--- src/hdl/tswe_pkg.sv ---
// tswe_pkg: shared types and constants of the touch scroll wheel emulator
// used by tswe_div and touch_scroll_wheel_emulator; no dependencies
package tswe_pkg;

    // contact state codes from the high nibble of record byte 7
    localparam logic [3:0] TS_START = 4'h3;
    localparam logic [3:0] TS_DRAG  = 4'h4;

    // divisor base: the divisor is SPEED_BASE minus the speed setting, times the acceleration factor
    localparam logic [6:0] SPEED_BASE = 7'd64;

    // configuration register indexes
    localparam logic [1:0] REG_SPEED   = 2'd0;
    localparam logic [1:0] REG_ENABLE  = 2'd1;
    localparam logic [1:0] REG_DEFAULT = 2'd2;
    localparam logic [1:0] REG_WINDOW  = 2'd3;

    // reset values of the configuration registers
    localparam logic [5:0]  SPEED_RST   = 6'd5;
    localparam logic [5:0]  DEFAULT_RST = 6'd1;
    localparam logic [15:0] WINDOW_RST  = 16'd125;

    // width of the divider magnitudes
    localparam int DIV_W = 12;

    typedef struct packed {
        logic                start;
        logic signed [12:0]  dividend;
        logic [DIV_W-1:0]    divisor;
    } div_req_t;

    typedef struct packed {
        logic                done;
        logic signed [12:0]  quot;
        logic signed [12:0]  rem;
    } div_rsp_t;

endpackage

--- src/hdl/tswe_ram.sv ---
// tswe_ram: generic single-port-write, single-port-read ram with registered read
// no dependencies
module tswe_ram #(
    parameter int WIDTH = 26,
    parameter int DEPTH = 16
) (
    input  logic                     clk,
    input  logic                     we,
    input  logic [$clog2(DEPTH)-1:0] waddr,
    input  logic [WIDTH-1:0]         wdata,
    input  logic                     re,
    input  logic [$clog2(DEPTH)-1:0] raddr,
    output logic [WIDTH-1:0]         rdata
);

    logic [WIDTH-1:0] mem [DEPTH];

    // write port and registered read port
    always_ff @(posedge clk)
    begin
        if (we)
        begin
            mem[waddr] <= wdata;
        end
        if (re)
        begin
            rdata <= mem[raddr];
        end
    end

endmodule

--- src/hdl/tswe_div.sv ---
// tswe_div: serial restoring divider, one quotient bit a cycle, truncates toward zero
// depends on tswe_pkg
module tswe_div
    import tswe_pkg::*;
(
    input  logic     clk,
    input  logic     rst_n,
    input  div_req_t req,
    output div_rsp_t rsp
);

    localparam int CW = $clog2(DIV_W);

    logic             busy_reg;
    logic             done_reg;
    logic             neg_reg;
    logic [CW-1:0]    cnt_reg;
    logic [DIV_W-1:0] acc_reg;
    logic [DIV_W-1:0] quo_reg;
    logic [DIV_W-1:0] dvs_reg;

    logic signed [12:0] mag_full;
    logic [DIV_W:0]     trial;
    logic               fits;
    logic [DIV_W:0]     trial_sub;

    // dividend magnitude and one restoring step
    always_comb
    begin
        mag_full  = req.dividend[12] ? (13'sd0 - req.dividend) : req.dividend;
        trial     = {acc_reg, quo_reg[DIV_W-1]};
        fits      = trial >= {1'b0, dvs_reg};
        trial_sub = trial - {1'b0, dvs_reg};
    end

    // control state
    always_ff @(posedge clk or negedge rst_n)
    begin
        if (!rst_n)
        begin
            busy_reg <= 1'b0;
            done_reg <= 1'b0;
            cnt_reg  <= '0;
        end
        else
        begin
            done_reg <= 1'b0;
            if (req.start)
            begin
                busy_reg <= 1'b1;
                cnt_reg  <= CW'(DIV_W - 1);
            end
            else if (busy_reg)
            begin
                if (cnt_reg == '0)
                begin
                    busy_reg <= 1'b0;
                    done_reg <= 1'b1;
                end
                else
                begin
                    cnt_reg <= cnt_reg - 1'b1;
                end
            end
        end
    end

    // datapath
    always_ff @(posedge clk)
    begin
        if (req.start)
        begin
            neg_reg <= req.dividend[12];
            dvs_reg <= req.divisor;
            acc_reg <= '0;
            quo_reg <= mag_full[DIV_W-1:0];
        end
        else if (busy_reg)
        begin
            acc_reg <= fits ? trial_sub[DIV_W-1:0] : trial[DIV_W-1:0];
            quo_reg <= {quo_reg[DIV_W-2:0], fits};
        end
    end

    // signed results, remainder takes the sign of the dividend
    always_comb
    begin
        rsp.done = done_reg;
        rsp.quot = neg_reg ? (13'sd0 - $signed({1'b0, quo_reg})) : $signed({1'b0, quo_reg});
        rsp.rem  = neg_reg ? (13'sd0 - $signed({1'b0, acc_reg})) : $signed({1'b0, acc_reg});
    end

endmodule

--- src/hdl/touch_scroll_wheel_emulator.sv ---
// touch_scroll_wheel_emulator: finger records in, wheel steps out
// depends on tswe_pkg, tswe_ram and tswe_div
//
// Each accepted finger record gives exactly one result item. The slot's reference
// point (x and y) lives in a registered-read ram, read once per record and written
// back only on a touch start or a finished drag; per-slot valid bits make a
// never-written slot read as zero. A touch start stores the reference and steps the
// shared acceleration factor; a drag divides each axis difference by (64 - speed
// setting) * acceleration, truncating toward zero, in one shared serial divider that
// resolves one quotient bit a cycle and runs once per axis. A drag passes through the
// ram read, the divider for x and then for y, and the output load; any other record
// passes through the ram read and the output load. The next record is taken in the
// cycle after the result is handed to the output register, and that handover waits
// while an earlier result still blocks the output register. The next record is taken
// even while that result still waits to be taken.
module touch_scroll_wheel_emulator
    import tswe_pkg::*;
#(
    parameter int TOUCH_SLOTS = 16
) (
    input  logic        clk,
    input  logic        rst_n,
    // configuration write channel
    input  logic        cfg_valid,
    output logic        cfg_ready,
    input  logic [1:0]  cfg_index,
    input  logic [15:0] cfg_data,
    // record input
    input  logic        s_axis_tvalid,
    output logic        s_axis_tready,
    // tdata from bit 0: touch_byte0, touch_byte1, touch_byte2, touch_byte5,
    // touch_byte6, touch_byte7, now_ticks
    input  logic [79:0] s_axis_tdata,
    // result output
    output logic        m_axis_tvalid,
    input  logic        m_axis_tready,
    // tdata from bit 0: hwheel_delta, wheel_delta, zero fill
    output logic [31:0] m_axis_tdata,
    // tuser from bit 0: hwheel_valid, wheel_valid
    output logic [1:0]  m_axis_tuser
);

    localparam int SAW = (TOUCH_SLOTS > 1) ? $clog2(TOUCH_SLOTS) : 1;

    typedef enum logic [2:0] {
        S_IDLE,
        S_READ,
        S_EXEC,
        S_DIVX,
        S_DIVY,
        S_DONE
    } state_t;

    state_t state_reg;

    // configuration registers
    logic [5:0]  speed_reg;
    logic        enable_reg;
    logic [5:0]  default_reg;
    logic [15:0] window_reg;

    // shared state
    logic [5:0]  accel_reg;
    logic [31:0] last_reg;
    logic [TOUCH_SLOTS-1:0] slot_vld_reg;

    // current item
    logic signed [12:0] x_reg;
    logic signed [12:0] y_reg;
    logic [3:0]         slot_reg;
    logic [3:0]         kind_reg;
    logic [31:0]        now_reg;
    logic               slot_ok_reg;
    logic [DIV_W-1:0]   divisor_reg;
    logic signed [12:0] ref_y_reg;
    logic signed [12:0] qx_reg;
    logic signed [12:0] new_x_reg;

    // pending result
    logic               res_hv_reg;
    logic signed [12:0] res_hd_reg;
    logic               res_v_reg;
    logic signed [12:0] res_d_reg;

    // output register
    logic               out_vld_reg;
    logic               out_hv_reg;
    logic signed [12:0] out_hd_reg;
    logic               out_v_reg;
    logic signed [12:0] out_d_reg;

    // record decode
    logic [11:0]        in_x12;
    logic [11:0]        in_y12;
    logic signed [12:0] in_x;
    logic signed [12:0] in_y;
    logic [3:0]         in_slot;

    // ram ports
    logic           ram_we;
    logic [25:0]    ram_wdata;
    logic           ram_re;
    logic [25:0]    ram_rdata;
    logic [SAW-1:0] slot_idx;

    // datapath helpers
    logic signed [12:0] ref_x_rd;
    logic signed [12:0] ref_y_rd;
    logic [6:0]         base_minus;
    logic [5:0]         af_eff;
    logic [DIV_W-1:0]   prod;
    logic [31:0]        win_diff;
    logic               in_window;
    logic [5:0]         accel_step;
    logic signed [12:0] new_y;
    logic               out_load;

    div_req_t div_req;
    div_rsp_t div_rsp;

    // field decode of the incoming record
    always_comb
    begin
        in_x12  = {s_axis_tdata[11:8], s_axis_tdata[7:0]};
        in_y12  = {s_axis_tdata[23:16], s_axis_tdata[15:12]};
        in_x    = $signed({in_x12[11], in_x12});
        in_y    = 13'sd0 - $signed({in_y12[11], in_y12});
        in_slot = {s_axis_tdata[33:32], s_axis_tdata[31:30]};
    end

    assign slot_idx = slot_reg[SAW-1:0];

    // reference read, a never-written slot reads as zero
    always_comb
    begin
        if (slot_vld_reg[slot_idx])
        begin
            ref_x_rd = $signed(ram_rdata[12:0]);
            ref_y_rd = $signed(ram_rdata[25:13]);
        end
        else
        begin
            ref_x_rd = 13'sd0;
            ref_y_rd = 13'sd0;
        end
    end

    // divisor and acceleration arithmetic
    always_comb
    begin
        base_minus = SPEED_BASE - {1'b0, speed_reg};
        af_eff     = (accel_reg == 6'd0) ? 6'd1 : accel_reg;
        prod       = {5'b0, base_minus} * {6'b0, af_eff};
        win_diff   = now_reg - (last_reg + {16'b0, window_reg});
        in_window  = win_diff[31];
        if (enable_reg && in_window)
        begin
            accel_step = (accel_reg > 6'd1) ? (accel_reg - 6'd1) : 6'd1;
        end
        else
        begin
            accel_step = (default_reg == 6'd0) ? 6'd1 : default_reg;
        end
        new_y = y_reg + div_rsp.rem;
    end

    // divider requests: x axis from the ram read, y axis once x is done
    always_comb
    begin
        div_req.divisor = divisor_reg;
        if (state_reg == S_EXEC)
        begin
            div_req.start    = slot_ok_reg && (kind_reg == TS_DRAG);
            div_req.dividend = ref_x_rd - x_reg;
        end
        else
        begin
            div_req.start    = (state_reg == S_DIVX) && div_rsp.done;
            div_req.dividend = ref_y_reg - y_reg;
        end
    end

    // ram access: read in S_READ, write back on a start or a finished drag
    always_comb
    begin
        ram_re = (state_reg == S_READ);
        ram_we = 1'b0;
        ram_wdata = {new_y, new_x_reg};
        if (state_reg == S_EXEC)
        begin
            ram_we    = slot_ok_reg && (kind_reg == TS_START);
            ram_wdata = {y_reg, x_reg};
        end
        else if (state_reg == S_DIVY)
        begin
            ram_we = div_rsp.done;
        end
    end

    tswe_ram #(
        .WIDTH (26),
        .DEPTH (TOUCH_SLOTS)
    ) u_ref_ram (
        .clk   (clk),
        .we    (ram_we),
        .waddr (slot_idx),
        .wdata (ram_wdata),
        .re    (ram_re),
        .raddr (slot_idx),
        .rdata (ram_rdata)
    );

    tswe_div u_div (
        .clk   (clk),
        .rst_n (rst_n),
        .req   (div_req),
        .rsp   (div_rsp)
    );

    // configuration writes
    assign cfg_ready = 1'b1;

    always_ff @(posedge clk or negedge rst_n)
    begin
        if (!rst_n)
        begin
            speed_reg   <= SPEED_RST;
            enable_reg  <= 1'b0;
            default_reg <= DEFAULT_RST;
            window_reg  <= WINDOW_RST;
        end
        else if (cfg_valid)
        begin
            unique case (cfg_index)
                REG_SPEED:   speed_reg   <= cfg_data[5:0];
                REG_ENABLE:  enable_reg  <= cfg_data[0];
                REG_DEFAULT: default_reg <= cfg_data[5:0];
                REG_WINDOW:  window_reg  <= cfg_data;
                default: ;
            endcase
        end
    end

    // ports
    assign s_axis_tready = (state_reg == S_IDLE);
    assign out_load      = (state_reg == S_DONE) && (!out_vld_reg || m_axis_tready);
    assign m_axis_tvalid = out_vld_reg;
    assign m_axis_tdata  = {6'b0, out_d_reg, out_hd_reg};
    assign m_axis_tuser  = {out_v_reg, out_hv_reg};

    // sequencer with shared state and result registers
    always_ff @(posedge clk or negedge rst_n)
    begin
        if (!rst_n)
        begin
            state_reg    <= S_IDLE;
            accel_reg    <= 6'd1;
            last_reg     <= '0;
            slot_vld_reg <= '0;
            out_vld_reg  <= 1'b0;
        end
        else
        begin
            // output register handover
            if (out_load)
            begin
                out_vld_reg <= 1'b1;
            end
            else if (m_axis_tready)
            begin
                out_vld_reg <= 1'b0;
            end

            unique case (state_reg)
                S_IDLE:
                begin
                    if (s_axis_tvalid)
                    begin
                        state_reg <= S_READ;
                    end
                end
                S_READ:
                begin
                    state_reg <= S_EXEC;
                end
                S_EXEC:
                begin
                    if (slot_ok_reg && (kind_reg == TS_START))
                    begin
                        accel_reg              <= accel_step;
                        slot_vld_reg[slot_idx] <= 1'b1;
                        state_reg              <= S_DONE;
                    end
                    else if (slot_ok_reg && (kind_reg == TS_DRAG))
                    begin
                        state_reg <= S_DIVX;
                    end
                    else
                    begin
                        state_reg <= S_DONE;
                    end
                end
                S_DIVX:
                begin
                    if (div_rsp.done)
                    begin
                        state_reg <= S_DIVY;
                    end
                end
                S_DIVY:
                begin
                    if (div_rsp.done)
                    begin
                        slot_vld_reg[slot_idx] <= 1'b1;
                        if ((qx_reg != 13'sd0) || (div_rsp.quot != 13'sd0))
                        begin
                            last_reg <= now_reg;
                        end
                        state_reg <= S_DONE;
                    end
                end
                S_DONE:
                begin
                    if (out_load)
                    begin
                        state_reg <= S_IDLE;
                    end
                end
                default:
                begin
                    state_reg <= S_IDLE;
                end
            endcase
        end
    end

    // item payload and result payload
    always_ff @(posedge clk)
    begin
        if (s_axis_tvalid && s_axis_tready)
        begin
            x_reg    <= in_x;
            y_reg    <= in_y;
            slot_reg <= in_slot;
            kind_reg <= s_axis_tdata[47:44];
            now_reg  <= s_axis_tdata[79:48];
        end
        if (state_reg == S_READ)
        begin
            slot_ok_reg <= {1'b0, slot_reg} < 5'(TOUCH_SLOTS);
            divisor_reg <= prod;
        end
        if (state_reg == S_EXEC)
        begin
            ref_y_reg  <= ref_y_rd;
            res_hv_reg <= 1'b0;
            res_hd_reg <= 13'sd0;
            res_v_reg  <= 1'b0;
            res_d_reg  <= 13'sd0;
        end
        if ((state_reg == S_DIVX) && div_rsp.done)
        begin
            qx_reg     <= div_rsp.quot;
            new_x_reg  <= x_reg + div_rsp.rem;
            res_hv_reg <= div_rsp.quot != 13'sd0;
            res_hd_reg <= 13'sd0 - div_rsp.quot;
        end
        if ((state_reg == S_DIVY) && div_rsp.done)
        begin
            res_v_reg <= div_rsp.quot != 13'sd0;
            res_d_reg <= div_rsp.quot;
        end
        if (out_load)
        begin
            out_hv_reg <= res_hv_reg;
            out_hd_reg <= res_hd_reg;
            out_v_reg  <= res_v_reg;
            out_d_reg  <= res_d_reg;
        end
    end

    // checks on the sequencer and datapath
    a_accel_nonzero: assert property (@(posedge clk) disable iff (!rst_n)
        accel_reg != 6'd0)
        else $error("acceleration factor reached zero");

    a_div_done_state: assert property (@(posedge clk) disable iff (!rst_n)
        div_rsp.done |-> (state_reg == S_DIVX || state_reg == S_DIVY))
        else $error("divider finished outside a drag");

    a_step_nonzero: assert property (@(posedge clk) disable iff (!rst_n)
        out_load |=> ((!m_axis_tuser[0] || m_axis_tdata[12:0] != 13'd0)
                   && (!m_axis_tuser[1] || m_axis_tdata[25:13] != 13'd0)))
        else $error("wheel step flagged with zero delta");

    a_no_write_idle: assert property (@(posedge clk) disable iff (!rst_n)
        ram_we |-> (state_reg == S_EXEC || state_reg == S_DIVY))
        else $error("reference written outside an item");

endmodule
--- config.mk ---
export PLATFORM = sky130hd
export DESIGN_NAME = touch_scroll_wheel_emulator
export DESIGN_NICKNAME = d
export VERILOG_FILES = /design/src/hdl/tswe_pkg.sv /design/src/hdl/tswe_ram.sv /design/src/hdl/tswe_div.sv /design/src/hdl/touch_scroll_wheel_emulator.sv
export SDC_FILE = /design/constraint.sdc
export NUM_CORES = 1
export LEC_CHECK = 0
export BUFFER_PORTS_ARGS = -buffer_cell sky130_fd_sc_hd__buf_2
export CORE_MARGIN = 2
export CORE_UTILIZATION = 30
export CTS_CLUSTER_DIAMETER = 50
export DETAILED_ROUTE_END_ITERATION = 7
export HOLD_SLACK_MARGIN = 0.03
export SYNTH_ARGS = -nofsm -noshare
export SYNTH_HDL_FRONTEND = slang
export SYNTH_SLANG_ARGS = --single-unit
--- constraint.sdc ---
create_clock -name clk -period 9.1 [get_ports clk]
set_input_delay 1.365 -clock clk [delete_from_list [all_inputs] [get_ports clk]]
set_output_delay 1.365 -clock clk [all_outputs]
set_load 0.02 [all_outputs]
==> impl_metrics.tcl, run 1 <==
set metrics [dict create \
    start_util_pct 30.2 \
    cp.buffers_inverters 0 \
    vias_per_cell 4.76 \
    ff2ff_path_depth 15 \
    critPathRequiredTime_ns 9.44 \
    clkTransAtPathRegs_ns 0.06 \
    max_freq_mhz 186 \
    power_density_mw_per_mm2 306 \
    synthCells 2249 \
    layout_setup_ws_ns 3.73 \
    dr_wl_met3_um 4470 \
    synth-seq-area-share_pct 63.4 \
    synth_largest_area_cell "edfxtp_1" \
    period_share_pct 59.0 \
    drive_gt1_share_pct 22.6 \
    critPathTopFamily "multiplexers" \
    grt_pass1_wl_um 120000 \
    critical_path_class "reg2reg" \
    dp_hpwl_um 50700 \
    ant_nets 0 \
    place_congestion 0.847 \
    clockBufferDepth 3 \
    synth_top_cell_area_share_pct 55.9 \
    drc 0 \
    crit_arrival_ns 5.70 \
    worstPathCellList "mux4_2 -> mux2i_1 -> mux2_2 -> nand2b_1 -> ha_1 -> fa_1 -> nor2b_1 -> o31a_1 -> or4_1 -> a311o_1 -> a22oi_1 -> and3_1 -> a41oi_1 -> xor2_1 -> a21oi_1" \
    period_minus_slack_ns 5.37 \
    syn_area_sq_mm 0.0343 \
    holdBufCountCts 0 \
    synth_common_cells "639 x edfxtp_1, 186 x inv_1, 135 x ha_1, 134 x mux4_2, 132 x nor2_1" \
    finalHoldWorstSlack_ns 0.416 \
    drt-met1-wl_um 37900 \
    critPathMaxFanout 26 \
    r2r_slack_ns 3.73 \
    yosysUniqueCellTypes 72 \
    grt_pass1_vias 18939 \
    yosys_warnings 0 \
    grt_max_degree 67 \
    r2r_start "slot_idx[2]" \
    numCtsBuffers 90 \
    antenna_found_initial 2 \
    holdPathEnd "out_d_reg[9]" \
    track_usage_pct 13.6 \
    rsz0062_at_grt "false" \
    io_pins 140 \
    cts.sinks 744 \
    dieArea_sq_mm 0.117 \
    total_power_mw 12.2 \
    status "completed" \
    cts-htree-levels 3 \
    finalMaxSlewViolations 0 \
    skew_ns 0.0268 \
    area_growth_pct 16.1 \
    cts_resized 0 \
    max_slew.worst_pin.slew_ns 1.21 \
    holdCritStartpoint "res_d_reg[9]" \
    final_nets 2709 \
    die_x_um 342 \
    hold_class "reg2reg" \
    drt_first_pass_iters 5 \
    coreArea_sq_mm 0.114 \
    cp-start-kind "register" \
    tns_ns 0 \
    post_cts_buffers 0 \
    drt_iter0_markers 1471 \
    slew_headroom_pct 19.4 \
    timing.rr.end "u_div.quo_reg[11]" \
    synthTopCellsByArea "edfxtp_1 56%, mux4_2 8.8%, dfrtp_1 6.0%, ha_1 4.9%, fa_1 2.3%" \
    finalNonFillerCells 4019 \
    syn_area_per_cell_sq_um 15.3 \
    holdPathStages 0 \
    crit_slowest_cell "edfxtp_1" \
    via_count 19124 \
    cts-root-buf "clkbuf_16" \
    synth_most_common_cell "edfxtp_1" \
    overflow 0 \
    power_leakage_nw 14.6 \
    pre_cts_ws_ns 3.77 \
    wl_per_cell_um 19.8 \
    clock_latency_ns 0.65 \
    setup-violations-final 0 \
    vdd_drop_max_mv 0.143 \
    maxCapViolations 0 \
    synth_edf_count 639 \
    place_inst 3852 \
    synth_ff_type "edfxtp_1" \
    dr_wl_met2_um 35600 \
    dieHeight_um 342 \
    rows 124 \
    drt_wl_total_um 79600 \
    cp-end-kind "register" \
    ys_ff_latch 744 \
    cts_tree "yes" \
    portBuffers 116 \
    hold_viol_final 0 \
    largest_reg_flops 416 \
    highest_layer "met4" \
    cpPeakStageDelay_ns 0.88 \
    fillers 10904 \
    synth_async_sr_flop_share_pct 12.5 \
]
## area by class of cell
type	instances	area, sq um	area share (%)
inverter	188	706	1.77
timing repair buffer	164	943	2.37
tap	1512	1890	4.74
sequential	744	21800	54.6
clock inverter	60	528	1.32
multi-input combinational	1244	11700	29.3
clock buffer	105	2370	5.94
antenna	2	5.00	0.0125
## cell usage in the layout, fill, tap and decap left out, drive strengths merged, types with 37 or more instances in the layout
master / netlist / final
a21oi: 72 / 72
buf: 33 / 164
clkbuf: 45 / 105
clkinv: 0 / 37
dfrtp: 83 / 83
edfxtp: 639 / 639
fa: 39 / 39
ha: 135 / 135
inv: 188 / 200
mux2: 63 / 63
mux4: 134 / 134
nand2: 111 / 111
nor2: 132 / 132
nor2b: 38 / 38
o21ai: 76 / 76
xnor2: 79 / 79
xor2: 40 / 40
## logic make-up (layout without fill, tap and decap cells)
logic type	count (synthesis)	count (layout)	share of synthesized area [%]
XOR/XNOR	120	120	3.14
multiplexers	208	208	11.5
AO/OA/AOI/OAI	264	264	4.87
AND/OR/NAND/NOR	471	471	6.79
flip-flops	744	744	63.4
buffers and inverters	266	517	3.09
adder cells (fa/ha/maj)	174	174	7.19
other	2	9	0.0219
## where the power goes
group | internal (mW) | switching, mW
clock | 2.01 | 1.45
combinational | 1.42 | 2.30
sequential | 4.76 | 0.278
## per-stage QoR
stage          cell area, sq um  util, %
2_1_floorplan             34400        -
3_3_place_gp              37000     32.5
3_5_place_dp              37000     32.5
4_1_cts                   39900     35.0
5_1_grt                   39900     35.0
6_report                  39900     35.0
## per-layer routing
layer,GRT usage [%],up-vias
met5,0,-
met4,3.56,0
met3,2.30,112
met2,20.6,550
met1,20.2,9692
li1,-,8770
## worst max path at each step
stage	from	end	cells after the start
finish	slot_idx[2]	u_div.quo_reg[11]	15
global route	u_div.acc_reg[0]	u_ref_ram.mem[8][25]	14
CTS	slot_idx[2]	u_div.quo_reg[11]	15
detailed placement	slot_idx[2]	u_div.quo_reg[11]	15
global placement	slot_idx[2]	u_div.quo_reg[11]	15
floorplan	accel_reg[1]	divisor_reg[11]	19
Note: power is estimated with default switching activity, not from simulation.
==> inputs of run 2 (changes only) <==
--- a/config.mk
+++ b/config.mk
@@ -5,6 +5,7 @@
 export SDC_FILE = /design/constraint.sdc
 export NUM_CORES = 1
 export LEC_CHECK = 0
+export ABC_AREA = 1
 export BUFFER_PORTS_ARGS = -buffer_cell sky130_fd_sc_hd__buf_2
 export CORE_MARGIN = 2
 export CORE_UTILIZATION = 30
==> constraint.sdc (replaced) <==
create_clock -name clk -period 5.3 [get_ports clk]
set_input_delay 0.795 -clock clk [delete_from_list [all_inputs] [get_ports clk]]
set_output_delay 0.795 -clock clk [all_outputs]
set_load 0.02 [all_outputs]
==> run 2 against run 1 <==
Net effect:
- final area increased by 0.74%
- flip-flop and latch count stayed put
- worst setup slack lost 3.1 ns
- die area is 0.49% higher
- critical path depth up 5
- first-iteration DRC count grew 29%
- critical path type unchanged
- largest power group unchanged
- highest routed layer is now met5
==> impl_metrics.tcl, run 2 <==
set metrics [dict create \
    synth_edf_count 639 \
    critPathMaxFanout 7 \
    synth_async_sr_flop_share_pct 12.5 \
    finalMaxSlewViolations 0 \
    overflow 0 \
    placed_area_sq_mm 0.0372 \
    synth_top_cell_area_share_pct 55.6 \
    clock_latency_ns 0.66 \
    mostFrequentLayoutCells "639 x edfxtp_1, 526 x nand2_1, 347 x inv_1" \
    coreArea_sq_mm 0.114 \
    maxCapViolations 0 \
    holdBufCountCts 0 \
    rows 124 \
    grt_pass1_wl_um 130000 \
    synth_most_common_cell "edfxtp_1" \
    largest_reg_flops 416 \
    critPathRequiredTime_ns 5.68 \
    post_cts_buffers 0 \
    antenna_found_initial 11 \
    r2r_start "speed_reg[0]" \
    finalHoldWorstSlack_ns 0.268 \
    gr-usage-met3_pct 2.38 \
    grt_pass1_vias 22493 \
    setup-violations-final 0 \
    grt_max_degree 106 \
    max_slew.worst_pin.slew_ns 1.25 \
    io_pins 140 \
    max_freq_mhz 213 \
    yosys_warnings 0 \
    power_leakage_nw 15.9 \
    tns_ns 0 \
    mostFrequentLayoutCell "edfxtp_1" \
    pre_cts_ws_ns 0.631 \
    synth_ff_type "edfxtp_1" \
    drive_gt1_share_pct 12.4 \
    hold_viol_final 0 \
    crit_slowest_cell "dfstp_2" \
    drc 0 \
    synth_largest_area_cell "edfxtp_1" \
    crit_arrival_ns 5.07 \
    skew_ns 0.0368 \
    track_usage_pct 14.2 \
    die_x_um 343 \
    dieArea_sq_mm 0.118 \
    final_nets 3473 \
    cpPeakStageDelay_ns 0.60 \
    worstPathCellList "inv_1 -> ha_1 -> nand2_1 -> xnor2_1 -> nor2_1 -> fa_1 -> inv_1 -> fa_1 -> fa_1 -> inv_1 -> ha_1 -> a21oi_1 -> nand2_1 -> a21oi_1 -> inv_1 -> a21oi_1 -> nor2_1 -> o21ai_0 -> nand2_1 -> xor2_1" \
    layout_setup_ws_ns 0.610 \
    cp.buffers_inverters 4 \
    timing.rr.end "divisor_reg[10]" \
    multiInputGateArea_sq_mm 0.0111 \
    drt_first_pass_iters 5 \
    drt_iter0_markers 1899 \
    drt_wl_total_um 85000 \
    status "completed" \
    cts.sinks 744 \
    power_density_mw_per_mm2 520 \
    yosysUniqueCellTypes 52 \
    synth_common_cells "639 x edfxtp_1, 528 x nand2_1, 347 x inv_1, 214 x nor2_1, 208 x a22oi_1" \
    via_count 22832 \
    syn_area_sq_mm 0.0345 \
    place_congestion 0.837 \
    critical_path_class "reg2reg" \
    wl_per_cell_um 17.8 \
    clockBufferDepth 3 \
    synth-seq-area-share_pct 63.1 \
    synthTopCellsByArea "edfxtp_1 56%, dfrtp_1 6.0%, nand2_1 5.7%, ha_1 4.9%, a22oi_1 4.5%" \
    final_area_sq_mm 0.0402 \
    portBuffers 116 \
    r2r_slack_ns 0.61 \
    period_minus_slack_ns 4.69 \
    ant_nets 0 \
    cts_resized 0 \
    grtUsageMet1_pct 18.9 \
    ff2ff_path_depth 20 \
    slew_headroom_pct 15.6 \
    hold_class "in2async" \
    clkTransAtPathRegs_ns 0.06 \
    dp_hpwl_um 54800 \
    ys_ff_latch 744 \
    crit_top_cell "inv_1" \
    dieHeight_um 343 \
    cts-root-buf "clkbuf_16" \
    vias_per_cell 4.77 \
    period_share_pct 88.5 \
    busiest_layer "met2" \
    cp-start-kind "register" \
    rsz0062_at_grt "false" \
    start_util_pct 30.2 \
    cts_tree "yes" \
    synthCells 3031 \
    cp-end-kind "register" \
    numCtsBuffers 89 \
    gr-usage-met2_pct 23.7 \
    cts-htree-levels 3 \
    critPathTopFamily "adder cells" \
    vdd_drop_max_mv 0.277 \
    fillers 11259 \
    syn_area_per_cell_sq_um 11.4 \
    seq_area_sq_mm 0.0218 \
    area_growth_pct 16.4 \
]
## run 2: final cells by class
type / instances / share of cell area, %
inverters: 362 / 3.38
clock buffers: 112 / 5.96
flip-flops and latches: 744 / 54.2
clock inverters: 53 / 1.55
multi-input cells: 1825 / 27.6
diodes: 1 / 0.00623
repair buffers: 174 / 2.60
well taps: 1512 / 4.71
## run 2: per-layer routing
metal	vias up	part of all wire [%]
li1	10959	-
met1	11137	45
met2	577	48
met3	143	5.1
met4	16	2.2
met5	-	0.12
## run 2: how the worst max path moves through the flow
stage                            end    startpoint  slack, ns  cells past startpoint
detailed placement   divisor_reg[10]  speed_reg[0]       0.63                     20
CTS                  divisor_reg[10]  speed_reg[0]       0.60                     20
floorplan            divisor_reg[10]  speed_reg[0]       0.99                     20
global placement     divisor_reg[10]  speed_reg[0]       0.61                     20
finish               divisor_reg[10]  speed_reg[0]       0.61                     20
global route        u_div.quo_reg[1]   slot_idx[0]       0.21                     25
## run 2: cell families (layout without fill, tap and decap cells)
group	Yosys count	count (layout)	share of synthesized area [%]
compound gates	546	546	9.72
buf+inv	467	701	5.35
other cells	2	8	0.0218
flops	744	744	63.1
simple gates	1021	1021	12.7
xor+xnor	76	76	1.97
mux	1	1	0.0290
fa+ha+maj	174	174	7.16
## run 2: per-stage QoR
stage | instances | power (mW) | utilization (%)
4_1_cts | 4782 | 21.1 | 35.2
3_3_place_gp | 4617 | 14.7 | 32.5
6_report | 4783 | 20.9 | 35.2
2_1_floorplan | 3036 | 12.8 | -
3_5_place_dp | 4617 | 14.8 | 32.5
5_1_grt | 4783 | 22.2 | 35.2
## run 2: power by group
| group | internal [mW] | switching (mW) |
|---|---|---|
| Combinational | 2.09 | 4.23 |
| Sequential | 8.00 | 0.396 |
| Clock | 3.66 | 2.52 |
## run 2: worst register-to-register path: cells and delay by family, from the launching register on
kind	cells	cell delay [ns]
adders and majority gates	5	2.08
and+or+nand+nor	5	0.48
buffers and inverters	4	0.26
xor gates and xnor gates	2	0.40
DFF	1	0.60
AOI/OAI and AO/OA	4	0.64
==> inputs of run 3 (changes only) <==
--- a/config.mk
+++ b/config.mk
@@ -12,6 +12,7 @@
 export CTS_CLUSTER_DIAMETER = 50
 export DETAILED_ROUTE_END_ITERATION = 7
 export HOLD_SLACK_MARGIN = 0.03
+export REMOVE_ABC_BUFFERS = 1
 export SYNTH_ARGS = -nofsm -noshare
 export SYNTH_HDL_FRONTEND = slang
 export SYNTH_SLANG_ARGS = --single-unit
==> run 3 against run 2 <==
Net effect:
- clock skew increased by 0.011 ns
- final area about the same
- wire length increased by 3.0%
==> impl_metrics.tcl, run 3 (synthesis gave the netlist of run 2 again) <==
set metrics [dict create \
    status "completed" \
    timing.rr.end "divisor_reg[10]" \
    skew_ns 0.0473 \
    rows 124 \
    grt_pass1_vias 22765 \
    grt_max_degree 79 \
    portBuffers 116 \
    cts_tree "yes" \
    dieHeight_um 343 \
    wl_per_cell_um 18.2 \
    period_minus_slack_ns 4.73 \
    final_nets 3483 \
    overflow 0 \
    holdBufCountCts 0 \
    place_congestion 0.912 \
    pwr-share-comb_pct 30.7 \
    post_cts_buffers 0 \
    clkPwrFrac_pct 29.2 \
    clock_latency_ns 0.66 \
    tns_ns 0 \
    fillers 11304 \
    cts-root-buf "clkbuf_16" \
    max_slew.worst_pin.slew_ns 1.22 \
    cp-end-kind "register" \
    cp-startpoint "speed_reg[0]" \
    max_freq_mhz 212 \
    p_int_mw 13.7 \
    seq_area_sq_mm 0.0218 \
    io_pins 140 \
    placed_area_sq_mm 0.0372 \
    start_util_pct 30.2 \
    total_power_mw 20.9 \
    crit_arrival_ns 5.12 \
    critPathMaxFanout 7 \
    cts.sinks 744 \
    drt_iter0_markers 1914 \
    rsz0062_at_grt "false" \
    cp-start-kind "register" \
    vias_per_cell 4.79 \
    finalMaxSlewViolations 0 \
    die_x_um 343 \
    drc 0 \
    final_area_sq_mm 0.0402 \
    clkTransAtPathRegs_ns 0.06 \
    grt_pass1_wl_um 133000 \
    slew_headroom_pct 18.5 \
    maxCapViolations 0 \
    dieArea_sq_mm 0.118 \
    drt_wl_total_um 87500 \
    drive_gt1_share_pct 12.8 \
    coreArea_sq_mm 0.114 \
    critPathRequiredTime_ns 5.69 \
    numCtsBuffers 93 \
    via_count 22966 \
    power_leakage_nw 15.9 \
    ant_nets 0 \
    drt_first_pass_iters 5 \
    area_growth_pct 16.5 \
    cts_resized 0 \
    hold_viol_final 0 \
    largest_reg_flops 416 \
    mostFrequentLayoutCells "639 x edfxtp_1, 526 x nand2_1, 347 x inv_1" \
    antenna_found_initial 8 \
    p_switching_mw 7.25 \
    power_frac_seq_pct 40.1 \
    vdd_drop_max_mv 0.297 \
    track_usage_pct 14.8 \
    period_share_pct 89.2 \
    hold_class "in2async" \
    multiInputGateArea_sq_mm 0.0111 \
    crit_end "divisor_reg[10]" \
    r2r_start "speed_reg[0]" \
    setup-violations-final 0 \
    cts-htree-levels 3 \
    r2r_slack_ns 0.57 \
    ff2ff_path_depth 20 \
    swShare_pct 34.7 \
    power_density_mw_per_mm2 520 \
    mostFrequentLayoutCell "edfxtp_1" \
    critical_path_class "reg2reg" \
    dp_hpwl_um 58400 \
    clockBufferDepth 3 \
]
==> run 3: cell count changes in the layout (fill, tap and decap cells not counted), moves of 2 or more <==
cell | previous run | this run
inv_6 | 7 | 13
clkinv_2 | 9 | 13
bufinv_16 | 8 | 4
clkbuf_8 | 4 | 0
clkinv_4 | 4 | 7
buf_4 | 57 | 64
clkinvlp_4 | 5 | 7
clkbuf_1 | 17 | 15
clkinv_1 | 14 | 17
clkbuf_16 | 91 | 95
==> run 3: final cells by class <==
class / count / area share [%]
Sequential cell: 744 / 54.1
Multi-Input combinational cell: 1825 / 27.6
Clock buffer: 110 / 6.05
Tap cell: 1512 / 4.70
Inverter: 362 / 3.38
Timing Repair Buffer: 180 / 2.68
Clock inverter: 65 / 1.47
Antenna cell: 1 / 0.00622
==> run 3: worst min-delay path by stage <==
stage                             to  cells past startpoint
floorplan               out_d_reg[0]                      0
global placement    u_div.dvs_reg[8]                      0
detailed placement  u_div.dvs_reg[6]                      0
CTS                      last_reg[1]                      1
global route             last_reg[3]                      1
finish                   last_reg[3]                      1
==> run 3: routing by layer <==
metal  GRT usage (%)  wire length (um)
met5               0                34
met2            24.4             41300
met1            19.8             38900
met4            4.54              2530
met3            2.43              4800
==> run 3: power by group through the flow <==
stage          Sequential, mW  Clock [mW]  Combinational (mW)
2_1_floorplan            8.46           0                4.25
3_3_place_gp             8.49           0                6.30
3_5_place_dp             8.50           0                6.42
4_1_cts                  8.39        6.23                6.47
5_1_grt                  8.45        6.48                7.30
6_report                 8.38        6.10                6.43
==> run 3: through the flow <==
step           setup slack [ns]  util [%]  cells  hold slack [ns]
2_1_floorplan            -0.848         -   2931            0.400
6_report                  0.572      35.2   4799            0.211
4_1_cts                   0.587      35.2   4798            0.206
3_5_place_dp              0.609      32.6   4623            0.405
3_3_place_gp              0.618      32.6   4623            0.401
5_1_grt                   0.254      35.2   4798            0.225
==> run 3: critical path, cell delays in order, from the launching register on <==
cell	delay, ns
dfstp_2	0.59
inv_1	0.09
ha_1	0.21
nand2_1	0.11
xnor2_1	0.29
nor2_1	0.14
fa_1	0.52
inv_1	0.05
fa_1	0.46
fa_1	0.55
inv_1	0.05
ha_1	0.35
a21oi_1	0.15
nand2_1	0.10
a21oi_1	0.13
inv_1	0.05
a21oi_1	0.21
nor2_1	0.06
o21ai_0	0.14
nand2_1	0.08
xor2_1	0.14
